[src/sijq_pkg.sv]
// ----------------------------------------------------------------------------
// sijq_pkg
// Types, command codes and key compare for the sorted insert job queue.
// ----------------------------------------------------------------------------
package sijq_pkg;

  localparam int unsigned TimeW = 32;
  localparam int unsigned NameW = 64;
  localparam int unsigned CmdW  = 2;
  localparam int unsigned CntOutW = 6;

  typedef enum logic [CmdW-1:0] {
    CMD_APPEND = 2'd0,
    CMD_INSERT = 2'd1,
    CMD_POP    = 2'd2,
    CMD_NONE   = 2'd3
  } cmd_e;

  typedef enum logic [1:0] {
    OP_HOLD,
    OP_APPEND,
    OP_INSERT,
    OP_POP
  } op_e;

  typedef struct packed {
    logic [TimeW-1:0] service;
    logic [TimeW-1:0] arrival;
    logic [NameW-1:0] name;
  } entry_t;

  // broadcast to every cell in the row
  typedef struct packed {
    op_e    op;
    entry_t entry;
  } cell_ctrl_t;

  // true when a sorts strictly after b: service, then arrival, then name
  function automatic logic key_after(entry_t a, entry_t b);
    return {a.service, a.arrival, a.name} > {b.service, b.arrival, b.name};
  endfunction

endpackage

[src/sijq_cell.sv]
// ----------------------------------------------------------------------------
// sijq_cell
// One queue slot: compares the incoming entry with its own and either holds,
// loads the new entry, or takes a neighbour's entry.
// ----------------------------------------------------------------------------
module sijq_cell
  import sijq_pkg::*;
(
  input  logic       clk_i,
  input  cell_ctrl_t ctrl_i,
  input  logic       occ_i,
  input  logic       tail_i,
  input  logic       placed_i,
  input  entry_t     left_i,
  input  entry_t     right_i,
  output logic       placed_o,
  output entry_t     entry_o,
  output entry_t     entry_d_o
);

  entry_t entry_q;
  entry_t entry_d;
  logic   take_new;

  // new entry lands in the first slot it does not exceed, or the first free one
  assign take_new = !placed_i && (!occ_i || !key_after(ctrl_i.entry, entry_q));
  assign placed_o = placed_i || take_new;

  always_comb begin
    entry_d = entry_q;
    case (ctrl_i.op)
      OP_APPEND: begin
        if (tail_i) entry_d = ctrl_i.entry;
      end
      OP_INSERT: begin
        if (take_new) begin
          entry_d = ctrl_i.entry;
        end else if (placed_i) begin
          entry_d = left_i;
        end
      end
      OP_POP:  entry_d = right_i;
      default: entry_d = entry_q;
    endcase
  end

  always_ff @(posedge clk_i) begin
    entry_q <= entry_d;
  end

  assign entry_o   = entry_q;
  assign entry_d_o = entry_d;

endmodule
[config.mk]
export PLATFORM = sky130hd
export DESIGN_NAME = sijq_cell
export DESIGN_NICKNAME = d
export VERILOG_FILES = /design/src/sijq_pkg.sv /design/src/sijq_cell.sv
export SDC_FILE = /design/constraint.sdc
export NUM_CORES = 1
export LEC_CHECK = 0
export ABC_AREA = 1
export ABC_CLOCK_PERIOD_IN_PS = 2900
export BUFFER_PORTS_ARGS = -buffer_cell sky130_fd_sc_hd__buf_4
export CAP_MARGIN = 20
export CORE_AREA = 5 5 248 250
export DETAILED_ROUTE_END_ITERATION = 8
export DIE_AREA = 0 0 253 255
export PLACE_DENSITY_LB_ADDON = 0.08
export REMOVE_ABC_BUFFERS = 1
export SYNTH_ARGS = -nofsm -noshare
export SYNTH_HDL_FRONTEND = slang
export SYNTH_SLANG_ARGS = --single-unit
export TNS_END_PERCENT = 20
[constraint.sdc]
create_clock -name clk_i -period 2.9 [get_ports clk_i]
set_input_delay 0.58 -clock clk_i [delete_from_list [all_inputs] [get_ports clk_i]]
set_output_delay 0.58 -clock clk_i [all_outputs]
set_load 0.02 [all_outputs]
==> results of run 1 <==
-- power breakdown --
part / switching (W) / total [W] / leakage [nW] / internal (W)
logic: 0.00379 / 0.00710 / 11.3 / 0.00332
clock network: 0.00106 / 0.00244 / 0.289 / 0.00139
registers: 0.000152 / 0.00221 / 1.08 / 0.00206
-- through the flow --
stage / TNS, ps / utilization, % / power [W] / worst slack (ps) / hold WS [ps]
detailed placement: -207850 / 36.9 / 0.00815 / -1310 / 619
global placement: -200620 / 36.9 / 0.00813 / -1310 / 613
finish: -123960 / 43.0 / 0.0118 / -1050 / 429
global route: -154830 / 43.0 / 0.0125 / -1250 / 429
CTS: -134780 / 41.3 / 0.0115 / -1140 / 382
floorplan: -1529990 / - / 0.00487 / -6170 / 674
-- worst paths after layout --
check / to
worst min register to register: entry_o[55]
worst max-delay path: entry_d_o[100]
worst min-delay path: entry_o[23]
worst max register to register: entry_o[16]
-- repair_timing --
action,CTS,global route
pin swaps,70,117
gates resized for setup,331,170
setup buffers,28,26
setup endpoints to repair,257,257
cloned,17,4
-- logic make-up after synthesis --
| group | Yosys count |
|---|---|
| buffers and inverters | 335 |
| AOI/OAI and AO/OA | 590 |
| adders and majority gates | 128 |
| and+or+nand+nor | 1108 |
| DFF | 128 |
-- placed cells by master, fill, tap and decap left out, drive strengths merged, types with 4 or more instances in the layout --
| cell | count |
|---|---|
| buf | 1077 |
| nand2 | 793 |
| o21ai | 265 |
| a21oi | 185 |
| inv | 167 |
| nor2 | 166 |
| nand3 | 133 |
| ha | 128 |
| dfxtp | 128 |
| a221oi | 127 |
| clkbuf | 26 |
| nand4 | 10 |
| diode | 7 |
| a21o | 5 |
| o21a | 5 |
| clkinv | 5 |
| nor3 | 4 |
-- critical path, stage by stage (launching register included) --
cell	delay, ps
dfxtp_2	330
inv_2	40
ha_1	280
nand2_2	80
nor2_4	90
nand4_1	120
nor3b_2	240
buf_4	150
and3_4	210
buf_6	110
a21boi_4	60
nand2_8	150
buf_12	150
buf_12	110
clkbuf_16	160
nand3_2	60
nand2_1	70
nand2_1	60
a21oi_2	220
buf_6	150
-- layout make-up --
class | count | area [um2] | share of cell area (%)
Timing Repair Buffer | 1082 | 9490 | 37.5
Tap cell | 773 | 967 | 3.83
Multi-Input combinational cell | 1827 | 11000 | 43.3
Antenna cell | 7 | 17.5 | 0.0693
Sequential cell | 128 | 2610 | 10.3
Clock buffer | 21 | 460 | 1.82
Inverter | 167 | 639 | 2.53
Clock inverter | 11 | 138 | 0.544
-- layer usage --
metal / GRT usage [%] / routed length [um]
met3: 6.32 / 6840
met5: 0 / 41
met2: 43.6 / 43000
met4: 7.51 / 1900
met1: 30.1 / 34500
==> impl_results.md, run 1 <==
* Max-Cap Viols at 0
* Finished Cell Area at 25300 um2
* Post-synthesis mux area share at 0%
* Post-placement cell area at 21700 um2
* Vias in the first global route at 19800
* Clock sink count at 128
* Fin. Hold Viols at 0
* All-Layer GR Usage at 24.9%
* Final wirelength at 86300 um
* TritonRoute pass-1 iters at 5
* Residual DRC at 0
* Cell Pwr Density at 465 nW/um2
* Placed insts at 3906
* Max clock buf depth at 2
* Final min period at 3950 ps
* WP data required at 2320 ps
* Port buffer count at 646
* Crit Path Class: reg2out
* Clock Latency Late Sink at 490 ps
* Synth Instances at 2289
* Flop-to-flop setup slack at -40 ps
* Worst min-delay path startpoint: right_i[23]
* Reg2reg path depth at 20
* IO Pins at 647
* Number of buffers created by CTS at 17
* Gr ovfl total at 0
* Start point of the critical path: entry_o[86]
* Detail Route Antenna Nets at 0
* Max reg flops at 128
* Area contributors post-synth: nand2_1 22%, dfxtp_1 19%, ha_1 12%
* First-pass GRT wire length at 123000 um
* Fmax at 253 MHz
* Root buf cell: clkbuf_16
* Largest family of logic cells by synthesized area: simple AND/OR/NAND/NOR gates
* Number of synthesized flops with an enable pin at 0
* Wirelength per Cell at 21.5 um
* #FFs+latches synth at 128
* Most used DFF post-synth: dfxtp_1
* RSZ-0062 raised after global routing: true
* Worst-path clk slew at 70 ps
* Synth top area share at 22.1%
* Post-synth top cells: 789 x nand2_1, 265 x o21ai_0, 185 x a21oi_1
* Max VDD drop at 0.000478 V
* Class of the worst hold path: in2reg
* Setup Skew at 16.6 ps
* Fillcell total at 6162
* Vias at 20000
* Period utilization at 136%
* Simple-Gate Fraction of Synth Area at 32.6%
* Mean Syn Cell Area at 5.86 um2
* Failing checks: setup timing
* Initial antenna violation count at 10
* Largest net degree at the start of global routing at 69
* Chip width at 253 um
* Row cnt at 89
* Die ar. at 64500 um2
* Critical path fanouts, max at 7
* Max-slew violations at 0
* Signal arrival time at the worst endpoint at 3370 ps
* Placer congestion estimate at 0.890
* Nets at 3741
* Ratio of cells with drive above 1 in the final layout at 45.6%
* Cts hold-fix bufs at 0
* Register area share after synthesis at 19.1%
* Element type at the critical path start: flop
* Leak at 12.6 nW
* Die height at 255 um
* Final setup violation count at 133
* Post-Synth XOR/XNOR Area at 0%
* Most common cell in the netlist: nand2_1
* Library cells used by synthesis at 27
* Yosys warns at 0
* H-Tree Depth at 4
* DR iter-0 viols at 1101
* Hold path cells at 3
* Starting Density at 22.8%
* Setup ws final at -1050 ps
* Via density at 4.97
* Worst flop-to-flop path startpoint: entry_o[86]
* Area leader, netlist: nand2_1
* Synth async-reset ratio at 0%
* CTS tree: built
* Area grow syn2layout at 88.4%
* Post-Syn Area at 13400 um2
* Fraction of the mapped netlist area in compound gates at 25.8%
* Slew Limit Headroom at 68.1%
* Post-synthesis adder-cell area fraction at 11.9%
* Worst Tran Pin Value at 478 ps
* Critical path endpoint category: primary output
* Placeable Area at 58800 um2
* Status: complete, but fails checks
* Dpl hpwl at 61700 um
* Final Non-Filler Cells at 4016
(Power assumes the default switching activity.)
==> run 2, diff against run 1 <==
Settings changed: SETUP_SLACK_MARGIN from default to 0.5.
==> impl_results.md, run 2 (same netlist as run 1, synthesis figures left out) <==
* Worst min-delay path startpoint: right_i[61]
* Wirelength per Cell at 21.6 um
* Endpoint, Worst Hold: entry_o[61]
* Cell Pwr Density at 463 nW/um2
* Fmax at 252 MHz
* Max reg flops at 128
* Largest net degree at the start of global routing at 69
* Final min period at 3960 ps
* WP data required at 2320 ps
* Comb pwr share at 61.0%
* All-Layer GR Usage at 24.8%
* M3 GR Usage at 6.24%
* Element type at the critical path start: flop
* Worst flop-to-flop path startpoint: entry_o[89]
* Via density at 4.98
* Gr ovfl total at 0
* Max clock buf depth at 2
* RSZ-0062 raised after global routing: true
* Reg2reg path depth at 19
* Placed insts at 3906
* Final wirelength at 86900 um
* Worst-path clk slew at 70 ps
* Total Power at 0.0119 W
* Layout Utilization at 43.8%
* Post-placement cell area at 21700 um2
* DP Worst Slack at -1310 ps
* Area grow syn2layout at 92.1%
* Die ar. at 64500 um2
* Final Non-Filler Cells at 4025
* Worst Tran Pin Value at 591 ps
* Vias in the first global route at 19800
* Max-slew violations at 0
* Most Used Layer, Global Route: met2
* Die height at 255 um
* Final setup violation count at 142
* Commonest cells after routing, fill and taps aside: 924 x buf_4, 674 x nand2_1, 260 x o21ai_0, 147 x nor2_1
* Root buf cell: clkbuf_16
* Leak at 12.8 nW
* Vias at 20000
* GR Util met2 at 43.5%
* Period utilization at 137%
* Flop pwr share at 18.6%
* Switch share at 42.5%
* Setup ws final at -1060 ps
* Initial antenna violation count at 11
* Clock sink count at 128
* Max-Cap Viols at 0
* Psw at 0.00508 W
* Placeable Area at 58800 um2
* First-pass GRT wire length at 123000 um
* Reg-to-Reg End: entry_o[16]
* Slew Limit Headroom at 60.6%
* Row cnt at 89
* IO Pins at 647
* Chip width at 253 um
* Placer congestion estimate at 0.890
* Dpl hpwl at 61700 um
* Critical path fanouts, max at 6
* Critical path endpoint category: primary output
* Crit Path Class: reg2out
* Most common cell after layout, fill and taps aside: buf_4
* Max VDD drop at 0.000477 V
* CTS tree: built
* Port buffer count at 646
* Failing checks: setup timing
* H-Tree Depth at 4
* Nets at 3748
* Class of the worst hold path: in2reg
* Status: complete, but fails checks
* Met1 Track Usage GR at 30.1%
* TritonRoute pass-1 iters at 6
* Residual DRC at 0
* Clock power frac at 20.5%
* Detail Route Antenna Nets at 0
* Fin. Hold Viols at 0
* Finished Cell Area at 25800 um2
* DR iter-0 viols at 1208
* Number of buffers created by CTS at 17
* Clock Latency Late Sink at 490 ps
* Starting Density at 22.8%
* Signal arrival time at the worst endpoint at 3380 ps
* Setup Skew at 17.6 ps
* Ratio of cells with drive above 1 in the final layout at 48.0%
* Flop-to-flop setup slack at -100 ps
* Pint at 0.00687 W
* Hold path cells at 3
-- run 2: how the worst max path moves through the flow --
stage            startpoint             end  slack (ps)
2_1_floorplan   ctrl_i[129]    entry_d_o[0]       -6170
3_3_place_gp    ctrl_i[105]  entry_d_o[117]       -1310
6_report        entry_o[89]    entry_d_o[5]       -1060
4_1_cts        entry_o[104]   entry_d_o[63]       -1120
3_5_place_dp    ctrl_i[105]  entry_d_o[117]       -1310
5_1_grt        entry_o[125]   entry_d_o[21]       -1240
-- run 2: repair_timing --
item / 4_1_cts / 5_1_grt
hold buffers: 0 / 0
resized for setup: 330 / 259
setup buffers: 27 / 28
cloned: 15 / 8
setup endpoints to repair: 257 / 257
pin swaps: 72 / 122
-- run 2: worst max-delay path: stages (launching register included) --
cell	delay, ps
dfxtp_1	340
inv_1	80
ha_4	280
nand4_1	210
nor3b_2	290
buf_4	150
and3_4	220
nand2_4	60
nand2_4	90
nand2_8	110
nand2_8	120
buf_12	150
buf_12	130
buf_16	130
nand2_2	40
nand2_1	60
nand2_1	60
a21oi_2	220
buf_6	150
-- run 2: layout make-up --
class / count / area, um2
Fill cell: 6145 / 33000
Multi-Input combinational cell: 1827 / 11300
Timing Repair Buffer: 1089 / 9650
Sequential cell: 128 / 2620
Tap cell: 773 / 967
Inverter: 167 / 642
Clock buffer: 21 / 460
Clock inverter: 11 / 138
Antenna cell: 9 / 22.5
-- run 2: routing by layer --
metal	vias up	part of all wire, %
met4	6	2.3
met2	747	50
met5	-	0.054
met1	9542	40
li1	9642	-
met3	103	7.4
-- run 2: metrics by stage --
step,TNS (ps),hold slack [ps]
floorplan,-1529990,674
CTS,-133070,392
detailed placement,-207850,619
global placement,-200620,613
finish,-127970,442
global route,-152880,429
-- run 2: power groups by stage --
stage,logic [W],registers [W],clock network [W]
final,0.00728,0.00222,0.00244
after global routing,0.00785,0.00225,0.00257
after CTS,0.00676,0.00219,0.00253
after detailed placement,0.00593,0.00222,0
after global placement,0.00592,0.00221,0
after floorplan,0.00225,0.00261,0
